File: config.mk
export PLATFORM = sky130hd
export DESIGN_NAME = ircse_ram
export DESIGN_NICKNAME = d
export VERILOG_FILES = /design/src/ircse_ram.sv
export SDC_FILE = /design/constraint.sdc
export NUM_CORES = 1
export LEC_CHECK = 0
export BUFFER_PORTS_ARGS = -buffer_cell sky130_fd_sc_hd__buf_2
export CAP_MARGIN = 40
export CORE_MARGIN = 2
export CORE_UTILIZATION = 36
export CTS_BUF_LIST = sky130_fd_sc_hd__clkbuf_2
export CTS_CLUSTER_DIAMETER = 80
export CTS_CLUSTER_SIZE = 25
export DETAILED_ROUTE_END_ITERATION = 10
export GPL_TIMING_DRIVEN = 0
export HOLD_SLACK_MARGIN = 0.03
export MAX_ROUTING_LAYER = met4
export PLACE_DENSITY = 0.62
export REMOVE_ABC_BUFFERS = 1
export SLEW_MARGIN = 0
export SYNTH_ARGS = -nofsm -noshare
export SYNTH_HDL_FRONTEND = slang
export SYNTH_SLANG_ARGS = --single-unit
File: constraint.sdc
create_clock -name i_clk -period 1.6 [get_ports i_clk]
set_input_delay 0.24 -clock i_clk [delete_from_list [all_inputs] [get_ports i_clk]]
set_output_delay 0.24 -clock i_clk [all_outputs]
set_load 0.1 [all_outputs]
File: src/ircse_ram.sv
// Generic single-write, single-read RAM with a registered read port.
// Stand-alone; no package needed.
module ircse_ram #(
    parameter  int WIDTH = 8,
    parameter  int DEPTH = 16,
    localparam int AW    = (DEPTH > 1) ? $clog2(DEPTH) : 1
) (
    input  logic             i_clk,
    input  logic             i_wr_en,
    input  logic [AW-1:0]    i_wr_addr,
    input  logic [WIDTH-1:0] i_wr_data,
    input  logic [AW-1:0]    i_rd_addr,
    output logic [WIDTH-1:0] o_rd_data
);

    logic [WIDTH-1:0] r_mem [DEPTH];
    logic [WIDTH-1:0] r_rd_data;

    always_ff @(posedge i_clk) begin
        if (i_wr_en) begin
            r_mem[i_wr_addr] <= i_wr_data;
        end
        r_rd_data <= r_mem[i_rd_addr];
    end

    assign o_rd_data = r_rd_data;

endmodule

==> impl_metrics.tcl <==
set metrics [dict create \
    status "completed" \
    synth.most_common_cell "edfxtp_1" \
    finalSetupViolations 0 \
    max-cap-violations 0 \
    rows 43 \
    grt_antenna_before_repair 0 \
    cts_tree "done" \
    routabilityCongestion 0.670 \
    highest_layer "met4" \
    yosysTopAreaCell "edfxtp_1" \
    hp-class "in2reg" \
    fp.dieW_um 124 \
    die_h_um 124 \
    critPathMaxStageDelay_ns 0.67 \
    clock_latency_ns 0.66 \
    synth_area_leaders "edfxtp_1 75%, mux4_2 7.9%, mux4_1 7.1%" \
    synth_compound_area_share_pct 2.33 \
    min_period_ns 1.51 \
    yosysWarnings 0 \
    power_density_nw_per_um2 1140 \
    tightest_slew_ns 0.875 \
    gr-total-overflow 0 \
    finalClockSkew_ns 0.0276 \
    postLayoutSetupSlackWorst_ns 0.0857 \
    drc 0 \
    leakage_nw 1.97 \
    grt_usage_pct 14.2 \
    die_area_um2 15300 \
    startpoint "i_wr_addr[1]" \
    drtAntennaViolNets 0 \
    grt_max_degree 33 \
    ys_ff_latch 136 \
    postCtsSetupBuffers 0 \
    arrival_ns 1.81 \
    area.growth.synth_to_final_pct 15.7 \
    clockRootBuffer "clkbuf_2" \
    layout-drive-gt1-share_pct 29.8 \
    drv_slew 0 \
    fmax_mhz 660 \
    end_kind "flop" \
    synth-xor-area-share_pct 0 \
    first_pass_iters 6 \
    synthFlopType "edfxtp_1" \
    grt_pass1_vias 2495 \
    grt_pass1_wl_um 14400 \
    place_ws_ns -0.536 \
    core_um2 13900 \
    synth_commonest_cells "128 x edfxtp_1, 18 x mux4_2, 16 x a22oi_1, 14 x mux4_1, 13 x nor2_1" \
    rsz0062_at_grt "no" \
    async_flop_share_pct 0 \
    wl_um 9580 \
    cp.required_ns 1.89 \
    hold_viol_final 0 \
    instances_no_fill 479 \
    setup_tns_ns 0 \
    fin_crit_sh_pct 94.6 \
    synth_edf_count 128 \
    clockBufferDepth 2 \
    path_cells "dlygate4sd3_1 > buf_2 > nand2b_1 > nor2_1" \
    synthCells 229 \
    hp-start "i_wr_addr[2]" \
    crit_type "in2reg" \
    crit_path_max_fanout 8 \
    synth_top_family_by_area "multiplexers" \
    start_util_pct 36.9 \
    synth_mux_area_share_pct 15.0 \
    yosys.area_share.simple_pct 3.18 \
    wl_met2_um 4910 \
    clk_pin_slew_ns 0.18 \
    syn_area_per_cell_um2 22.5 \
    whs_ns 0.102 \
    drt_iter0_markers 138 \
    synth.top_cell.area_share_pct 74.7 \
    cts_max_level 4 \
    num_io_pins 26 \
    synth_cell_types 19 \
    cts_made_buffers 17 \
    cp_slowest_cell "nor2_1" \
    synthesis.area_um2 5150 \
    dp_cells 436 \
    num-nets-final 304 \
    slew_headroom_pct 41.4 \
    via_per_inst 4.98 \
    yosysSeqAreaShare_pct 77.8 \
    yosys.area_share.adder_pct 0 \
    hpwl_um 6110 \
    start_kind "input port" \
    cts_sinks 136 \
    antennaDiodeCount 0 \
    drt-met1-wl_um 4150 \
    timing.rr.start "r_mem[9][2]" \
    dr_wl_met3_um 430 \
    via_count 2387 \
    routedWlPerCell_um 20.0 \
    utilization_pct 42.7 \
    ir_worst_vdd_uv 431 \
    io_buffer_count 25 \
]
report_power, final:
part	leakage [nW]	switching [W]	total, W	internal [W]
registers	1.22	0.0000242	0.00400	0.00398
logic	0.605	0.000378	0.000583	0.000205
clock network	0.143	0.00119	0.00220	0.00101
total	1.97	0.00159	0.00679	0.00519
flip-flops by register name, summed over array words and instances, names as in the netlist:
register and count:
o_rd_data 8, r_mem 128
critical path: cells and delay by family:
kind	cells	cell delay, ns
simple gates	2	0.87
buf+inv	2	0.69
metrics by stage:
| step | total power [W] | area [µm²] |
|---|---|---|
| final | 0.00679 | 5950 |
| after global routing | 0.00704 | 5950 |
| after detailed placement | 0.00461 | 5510 |
| after floorplan | 0.00441 | 5060 |
| after global placement | 0.00458 | 5410 |
| after CTS | 0.00684 | 5900 |
per-layer routing:
metal	vias to the layer above	track usage [%]
met5	-	-
met4	0	4.33
met3	9	3.85
met2	64	23.3
met1	1221	17.4
li1	1093	-
kinds of logic after synthesis:
logic type | after synthesis
mux | 32
flops | 136
buf+inv | 10
simple gates | 35
compound gates | 16
cell type report:
type                    count  area [µm²]
flip-flops and latches    136        4010
clock inverters            14         183
multi-input cells          83        1060
clock buffers              18        90.1
fillers                  1189        7980
repair buffers             48         390
well taps                 180         225
final timing paths:
check,to,slack [ns],cells past startpoint
worst max-delay path,r_mem[5][0],0.09,4
worst min-delay path,r_mem[15][2],0.10,3
worst min register to register,o_rd_data[7],0.71,3
worst max register to register,o_rd_data[2],0.13,3
cells in the final DEF, fill, tap and decap left out:
| cell | n |
|---|---|
| nor2b_1 | 1 |
| clkinv_1 | 2 |
| nand2b_1 | 2 |
| buf_8 | 1 |
| buf_6 | 6 |
| nor3_1 | 4 |
| clkinvlp_4 | 6 |
| or3b_2 | 1 |
| dfxtp_2 | 1 |
| nor2_1 | 12 |
| nor2_2 | 1 |
| nand3b_1 | 2 |
| dlygate4sd3_1 | 10 |
| and2b_1 | 1 |
| buf_12 | 2 |
| mux4_2 | 18 |
| nand2_1 | 9 |
| buf_4 | 9 |
| buf_2 | 20 |
| dfxtp_1 | 7 |
| bufinv_16 | 4 |
| a22oi_1 | 16 |
| mux4_1 | 14 |
| clkinv_2 | 2 |
| and2_1 | 1 |
| edfxtp_1 | 128 |
| clkbuf_2 | 18 |
| nand3_1 | 1 |
timing repair:
action,4_1_cts,5_1_grt
hold buffers,10,0
endpoints found under the hold margin,141,0
pin swaps,0,0
setup endpoints to repair,8,8
gates resized for setup,9,12
No activity file was read; power rests on OpenSTA's default activity.
