===== src/ircse_pkg.sv =====
// Shared types and constants of the instruction chain table.
// Used by the sequencer and the top level; depends on nothing.
package ircse_pkg;

    localparam int REF_BIAS_DEF    = 32768;
    localparam int MAX_ENTRIES_DEF = 4096;
    localparam int OP_COUNT_DEF    = 64;

    localparam int REF_W  = 16;
    localparam int OPC_W  = 6;
    localparam int VT_W   = 4;
    localparam int MASK_W = 64;

    localparam int IN_DATA_W  = 48;
    localparam int OUT_DATA_W = 16;
    localparam int OUT_USER_W = 2;

    // References at or above this value are never handed out.
    localparam logic [REF_W:0] REF_CEILING = 17'h0fff0;

    typedef struct packed {
        logic [REF_W-1:0] prev;
        logic [VT_W-1:0]  vtype;
        logic [REF_W-1:0] opb;
        logic [REF_W-1:0] opa;
    } t_entry;

    localparam int ENTRY_W = $bits(t_entry);

    typedef struct packed {
        logic             ovf;
        logic             reused;
        logic [REF_W-1:0] rref;
    } t_result;

endpackage


===== src/ircse_seq.sv =====
// Sequencer of the chain table: walks one opcode chain through S_CHECK and S_ENTRY.
// Depends on ircse_pkg; drives the head and entry RAMs in the top level.
module ircse_seq #(
    parameter  int REF_BIAS    = ircse_pkg::REF_BIAS_DEF,
    parameter  int MAX_ENTRIES = ircse_pkg::MAX_ENTRIES_DEF,
    parameter  int OP_COUNT    = ircse_pkg::OP_COUNT_DEF,
    localparam int IDX_W       = (MAX_ENTRIES > 1) ? $clog2(MAX_ENTRIES) : 1,
    localparam int OPA_W       = (OP_COUNT > 1) ? $clog2(OP_COUNT) : 1
) (
    input  logic                          i_clk,
    input  logic                          i_rst_n,
    input  logic                          i_in_valid,
    output logic                          o_in_ready,
    input  logic                          i_req_type,
    input  logic [ircse_pkg::OPC_W-1:0]   i_opcode,
    input  logic [ircse_pkg::VT_W-1:0]    i_vtype,
    input  logic [ircse_pkg::REF_W-1:0]   i_opa,
    input  logic [ircse_pkg::REF_W-1:0]   i_opb,
    input  logic [ircse_pkg::MASK_W-1:0]  i_mask,
    output logic                          o_out_valid,
    input  logic                          i_out_ready,
    output ircse_pkg::t_result            o_result,
    output logic                          o_head_we,
    output logic [OPA_W-1:0]              o_head_waddr,
    output logic [ircse_pkg::REF_W-1:0]   o_head_wdata,
    output logic [OPA_W-1:0]              o_head_raddr,
    input  logic [ircse_pkg::REF_W-1:0]   i_head_rdata,
    output logic                          o_ent_we,
    output logic [IDX_W-1:0]              o_ent_waddr,
    output ircse_pkg::t_entry             o_ent_wdata,
    output logic [IDX_W-1:0]              o_ent_raddr,
    input  ircse_pkg::t_entry             i_ent_rdata
);
    import ircse_pkg::*;

    localparam int CNT_W = $clog2(MAX_ENTRIES + 1);

    typedef enum logic [2:0] {
        S_IDLE,
        S_HEAD,
        S_CHECK,
        S_ENTRY,
        S_APPEND,
        S_FINISH
    } t_state;

    t_state             r_state;
    logic [OPC_W-1:0]   r_opc;
    logic [VT_W-1:0]    r_vt;
    logic [REF_W-1:0]   r_opa;
    logic [REF_W-1:0]   r_opb;
    logic [REF_W-1:0]   r_ref;
    logic [REF_W-1:0]   r_head;
    logic [CNT_W-1:0]   r_count;
    logic [OP_COUNT-1:0] r_head_vld;
    t_result            r_res;
    t_result            r_out;
    logic               r_out_valid;

    logic [OPA_W-1:0]   op_idx;
    logic [REF_W-1:0]   head_rd;
    logic [REF_W-1:0]   limit;
    logic [REF_W-1:0]   ent_off;
    logic               walk_go;
    logic               match;
    logic [REF_W:0]     ref_sum;
    logic               full;

    assign op_idx  = r_opc[OPA_W-1:0];
    // A chain head that was never written since reset or clear reads as empty.
    assign head_rd = r_head_vld[op_idx] ? i_head_rdata : '0;
    assign limit   = (r_opa > r_opb) ? r_opa : r_opb;
    assign ent_off = r_ref - REF_W'(REF_BIAS);

    // A link ends the walk when it is empty, not newer than both operands,
    // or does not name an entry written since the last clear.
    assign walk_go = (r_ref != '0) && (r_ref > limit) && (r_ref >= REF_W'(REF_BIAS)) &&
                     ({1'b0, ent_off} < (REF_W + 1)'(r_count));

    assign match = (i_ent_rdata.opa == r_opa) && (i_ent_rdata.opb == r_opb) &&
                   (i_ent_rdata.vtype == r_vt);

    assign ref_sum = (REF_W + 1)'(REF_BIAS) + (REF_W + 1)'(r_count);
    assign full    = (ref_sum >= REF_CEILING) || (r_count >= CNT_W'(MAX_ENTRIES));

    assign o_head_raddr = i_opcode[OPA_W-1:0];
    assign o_head_we    = (r_state == S_APPEND) && !full;
    assign o_head_waddr = op_idx;
    assign o_head_wdata = ref_sum[REF_W-1:0];

    assign o_ent_raddr  = ent_off[IDX_W-1:0];
    assign o_ent_we     = (r_state == S_APPEND) && !full;
    assign o_ent_waddr  = r_count[IDX_W-1:0];
    assign o_ent_wdata  = '{prev: r_head, vtype: r_vt, opb: r_opb, opa: r_opa};

    assign o_in_ready  = (r_state == S_IDLE);
    assign o_out_valid = r_out_valid;
    assign o_result    = r_out;

    always_ff @(posedge i_clk) begin
        if (!i_rst_n) begin
            r_state     <= S_IDLE;
            r_count     <= '0;
            r_head_vld  <= '0;
            r_out_valid <= 1'b0;
        end else begin
            // A taken result drops the valid flag unless the next one loads now.
            if (r_out_valid && i_out_ready && (r_state != S_FINISH)) begin
                r_out_valid <= 1'b0;
            end
            unique case (r_state)
                S_IDLE: begin
                    if (i_in_valid) begin
                        r_opc <= i_opcode;
                        r_vt  <= i_vtype;
                        r_opa <= i_opa;
                        r_opb <= i_opb;
                        if (i_req_type) begin
                            r_count    <= '0;
                            r_head_vld <= '0;
                            r_res      <= '0;
                            r_state    <= S_FINISH;
                        end else if ((OPC_W + 1)'(i_opcode) >= (OPC_W + 1)'(OP_COUNT)) begin
                            r_res   <= '0;
                            r_state <= S_FINISH;
                        end else begin
                            r_state <= S_HEAD;
                        end
                    end
                end
                S_HEAD: begin
                    r_head  <= head_rd;
                    r_ref   <= i_mask[r_opc] ? '0 : head_rd;
                    r_state <= S_CHECK;
                end
                S_CHECK: begin
                    r_state <= walk_go ? S_ENTRY : S_APPEND;
                end
                S_ENTRY: begin
                    if (match) begin
                        r_res   <= '{ovf: 1'b0, reused: 1'b1, rref: r_ref};
                        r_state <= S_FINISH;
                    end else begin
                        r_ref   <= i_ent_rdata.prev;
                        r_state <= S_CHECK;
                    end
                end
                S_APPEND: begin
                    if (full) begin
                        r_res <= '{ovf: 1'b1, reused: 1'b0, rref: '0};
                    end else begin
                        r_count            <= CNT_W'(r_count + 1'b1);
                        r_head_vld[op_idx] <= 1'b1;
                        r_res <= '{ovf: 1'b0, reused: 1'b0, rref: ref_sum[REF_W-1:0]};
                    end
                    r_state <= S_FINISH;
                end
                S_FINISH: begin
                    if (!r_out_valid || i_out_ready) begin
                        r_out       <= r_res;
                        r_out_valid <= 1'b1;
                        r_state     <= S_IDLE;
                    end
                end
                default: begin
                    r_state <= S_IDLE;
                end
            endcase
        end
    end

endmodule


===== config.mk =====
export PLATFORM = sky130hd
export DESIGN_NAME = ircse_seq
export DESIGN_NICKNAME = d
export VERILOG_FILES = /design/src/ircse_pkg.sv /design/src/ircse_seq.sv
export SDC_FILE = /design/constraint.sdc
export NUM_CORES = 1
export LEC_CHECK = 0
export BUFFER_PORTS_ARGS = -buffer_cell sky130_fd_sc_hd__buf_2
export CAP_MARGIN = 10
export CORE_ASPECT_RATIO = 1.2
export CORE_MARGIN = 1
export CORE_UTILIZATION = 47
export DETAILED_ROUTE_END_ITERATION = 10
export PLACE_DENSITY = 0.82
export SYNTH_ARGS = -nofsm -noshare
export SYNTH_HDL_FRONTEND = slang
export SYNTH_SLANG_ARGS = --single-unit

===== constraint.sdc =====
create_clock -name i_clk -period 3.88 [get_ports i_clk]
set_input_delay 0 -clock i_clk [delete_from_list [all_inputs] [get_ports i_clk]]
set_output_delay 0 -clock i_clk [all_outputs]
set_load 0.005 [all_outputs]

==> flow_summary.json <==
{
  "critPathLaunchType": "flop",
  "routed_via_density": 5.78,
  "finalCriticalPeriod_ns": 3.77,
  "ir_drop_uv": 334,
  "layout-drive-gt1-share": 0.316,
  "yosys_most_used_dff": "edfxtp_1",
  "syn_inst": 1006,
  "synth.most_common_cell": "edfxtp_1",
  "ys_warn_count": 0,
  "final-hold-violation-count": 0,
  "remaining_drc_errors": 0,
  "drt_iter0_markers": 868,
  "power_density_nw_per_um2": 378,
  "grt_pass1_wl_um": 47900,
  "htree_levels": 4,
  "final_util": 0.642,
  "synth_cell_types": 77,
  "drt.antenna.violating_nets": 0,
  "cp-end-kind": "flop",
  "fmax_ghz": 0.265,
  "firstDrtPassIters": 6,
  "cp_cell_sequence": "inv_1, ha_1, nand2_1, or3_4, a21oi_4, o21ai_1, a211oi_2, buf_4, buf_6, a211oi_2, ha_1, a21o_1, a21o_1, a21oi_1, o21ai_1, a211oi_2, nor3_1, o31a_1",
  "grt_max_degree": 52,
  "crit_family": "compound AO/OA/AOI/OAI gates",
  "timing.critical_path.mode_cell": "a211oi_2",
  "post_drt_wl_per_cell_um": 19.4,
  "preCtsSetupSlack_ns": 0.0557,
  "synth_top_cell_by_area": "edfxtp_1",
  "row_count": 58,
  "cp_slowest_cell": "edfxtp_1",
  "path_max_fanout": 7,
  "cts_made_buffers": 17,
  "synthTopCellsByArea": "edfxtp_1 32%, dfxtp_1 16%, ha_1 5.5%, nor2_1 4.0%, a21oi_1 3.9%",
  "nets": 1600,
  "top_layer": "met4",
  "root_buffer": "clkbuf_16",
  "wl_met1_um": 11700,
  "yosys-top-cells-count": "110 x edfxtp_1, 109 x nor2_1, 81 x a21oi_1, 81 x dfxtp_1, 50 x nand2_1",
  "place_hpwl_um": 22400,
  "fp.dieH_um": 164,
  "dp_cells": 1539,
  "layout.cells.non_filler": 1662,
  "cts_tree": "done",
  "grt_overflow": 0,
  "critical_path.startpoint": "r_opb[13]$_DFFE_PP_",
  "gp_congestion": 0.926,
  "antenna_found_initial": 3,
  "cts.sinks": 191,
  "fillCellCount": 1619,
  "yosysSeqAreaShare": 0.479,
  "synthArstFlopShare": 0,
  "min_period_over_period": 0.972,
  "grt_pass1_vias": 9327,
  "clockBufferDepth": 2,
  "r2r-start": "r_opb[13]$_DFFE_PP_",
  "setup_viol": 0,
  "ys_seq_elements": 191,
  "status": "complete, no violations",
  "worstSkewPairLatency_ns": 0.44,
  "die_area_um2": 22500,
  "die_x_um": 137,
  "num_io_pins": 305,
  "final_max_slew_viol_count": 0,
  "max_stage_delay_ns": 0.38,
  "cp_num_buf_inv": 3,
  "min_from": "i_in_valid",
  "p_leak_nw": 5.63,
  "start_util": 0.485,
  "syn_to_final_growth_pct": 32.3,
  "synth_top_area_share": 0.321,
  "grt_use_total": 0.281,
  "wl_met3_um": 2280,
  "syn_area_per_cell_um2": 10.2,
  "finalWirelength_um": 32200,
  "wl_met2_um": 16600,
  "clk_pin_slew_ns": 0.08,
  "criticalPathCategory": "flop to flop",
  "io_buffer_count": 301,
  "synth_edf_count": 110,
  "layout_setup_ws_ns": 0.108,
  "synth_area_um2": 10300,
  "slew_headroom": 0.147,
  "clock_skew_ns": 0.0161,
  "num_vias": 9610,
  "hold_ws_ns": 0.0154,
  "hold_class": "primary input to flop",
  "tightest_slew_ns": 1.28,
  "drv_cap": 0,
  "crit_arrival_ns": 4.11,
  "cp.required_ns": 4.22,
  "core_um2": 21200
}
worst reg2reg max path, cell delays in order, from the launching register on:
cell and delay, ns:
edfxtp_1 0.38, inv_1 0.08, ha_1 0.30, nand2_1 0.09, or3_4 0.38, a21oi_4 0.18, o21ai_1 0.12, a211oi_2 0.29
buf_4 0.17, buf_6 0.13, a211oi_2 0.08, ha_1 0.33, a21o_1 0.16, a21o_1 0.17, a21oi_1 0.13, o21ai_1 0.10
a211oi_2 0.21, nor3_1 0.11, o31a_1 0.27
stage by stage:
| stage | instance area [µm²] | power, mW | setup TNS, ns |
|---|---|---|---|
| after floorplan | 10300 | 2.92 | 0 |
| after global placement | 12000 | 3.25 | 0 |
| after detailed placement | 12000 | 3.28 | 0 |
| after CTS | 13400 | 5.09 | 0 |
| after global routing | 13600 | 5.32 | -0.206 |
| final | 13600 | 5.14 | 0 |
cell usage in the layout (no fill, tap or decap), types with 8 or more instances in the layout:
master / netlist / layout
nand2b_1: 24 / 24
buf_2: 8 / 302
nor4_1: 24 / 18
and2_1: 25 / 24
a22o_1: 12 / 12
ha_1: 45 / 44
nor2b_1: 24 / 24
xor2_1: 28 / 28
nand2_1: 50 / 49
o22ai_1: 8 / 8
nand4_1: 12 / 12
a211oi_1: 20 / 17
mux2_2: 8 / 8
clkbuf_16: 0 / 18
dfxtp_1: 81 / 81
a21oi_1: 81 / 79
a21o_1: 13 / 13
nand3_1: 16 / 16
a32o_1: 16 / 16
nor3_1: 14 / 13
mux2i_1: 10 / 10
dlygate4sd3_1: 0 / 80
o21ai_0: 20 / 16
nor2_1: 109 / 107
xnor2_1: 18 / 18
edfxtp_1: 110 / 110
buf_4: 36 / 54
o31ai_1: 15 / 15
inv_1: 33 / 33
layout make-up:
class                   instances  area, µm²  share of cell area
clock buffers                  17        425              0.0313
well taps                     270        338              0.0248
multi-input cells             691       4780               0.352
flip-flops and latches        191       4920               0.362
clock inverters                15        180              0.0132
diodes                          3       7.51            0.000552
inverters                      34        128             0.00938
repair buffers                441       2810               0.207
sequential cells by signal, summed over array words and instances, names as in the netlist:
| name | flops |
|---|---|
| r_opb | 16 |
| r_opa | 16 |
| r_head | 16 |
| r_state | 3 |
| r_count | 13 |
| r_vt | 4 |
| r_ref | 16 |
| r_head_vld | 64 |
| o_result | 18 |
| r_res | 18 |
| o_out_valid | 1 |
| o_head_waddr | 6 |
path summary, 6_finish.rpt:
check	end	slack (ns)	cells past startpoint
setup / recovery	r_state[0]$_SDFFE_PN0P_	0.11	18
hold / removal	r_state[0]$_SDFFE_PN0P_	0.02	4
setup reg to reg	r_state[0]$_SDFFE_PN0P_	0.11	18
hold reg to reg	o_result[16]$_DFFE_PP_	0.42	0
power by group:
part / switching [mW] / internal, mW
combinational: 0.563 / 0.460
clock: 0.898 / 0.879
sequential: 0.0881 / 2.25
total: 1.55 / 3.59
cell families (layout without fill, tap and decap cells):
kind of cell | Yosys count | after routing | share of synthesized area
simple gates | 324 | 324 | 0.160
compound gates | 248 | 248 | 0.166
flops | 191 | 191 | 0.479
buf+inv | 125 | 507 | 0.0678
xor+xnor | 46 | 46 | 0.0392
fa+ha+maj | 45 | 45 | 0.0548
mux | 25 | 25 | 0.0317
other cells | 2 | 6 | 0.000731
per-layer routing:
layer  track usage  up-vias
met5             0        -
met4         0.156        0
met3        0.0528      127
met2         0.490      528
met1         0.321     4546
li1              -     4409
timing repair:
item | 4_1_cts | 5_1_grt
setup buffers | 0 | 6
setup endpoints to repair | 0 | 3
hold buffers | 80 | 0
gates resized for setup | 0 | 26
endpoints found under the hold margin | 80 | 0
Power figures use the tool's default switching activity.
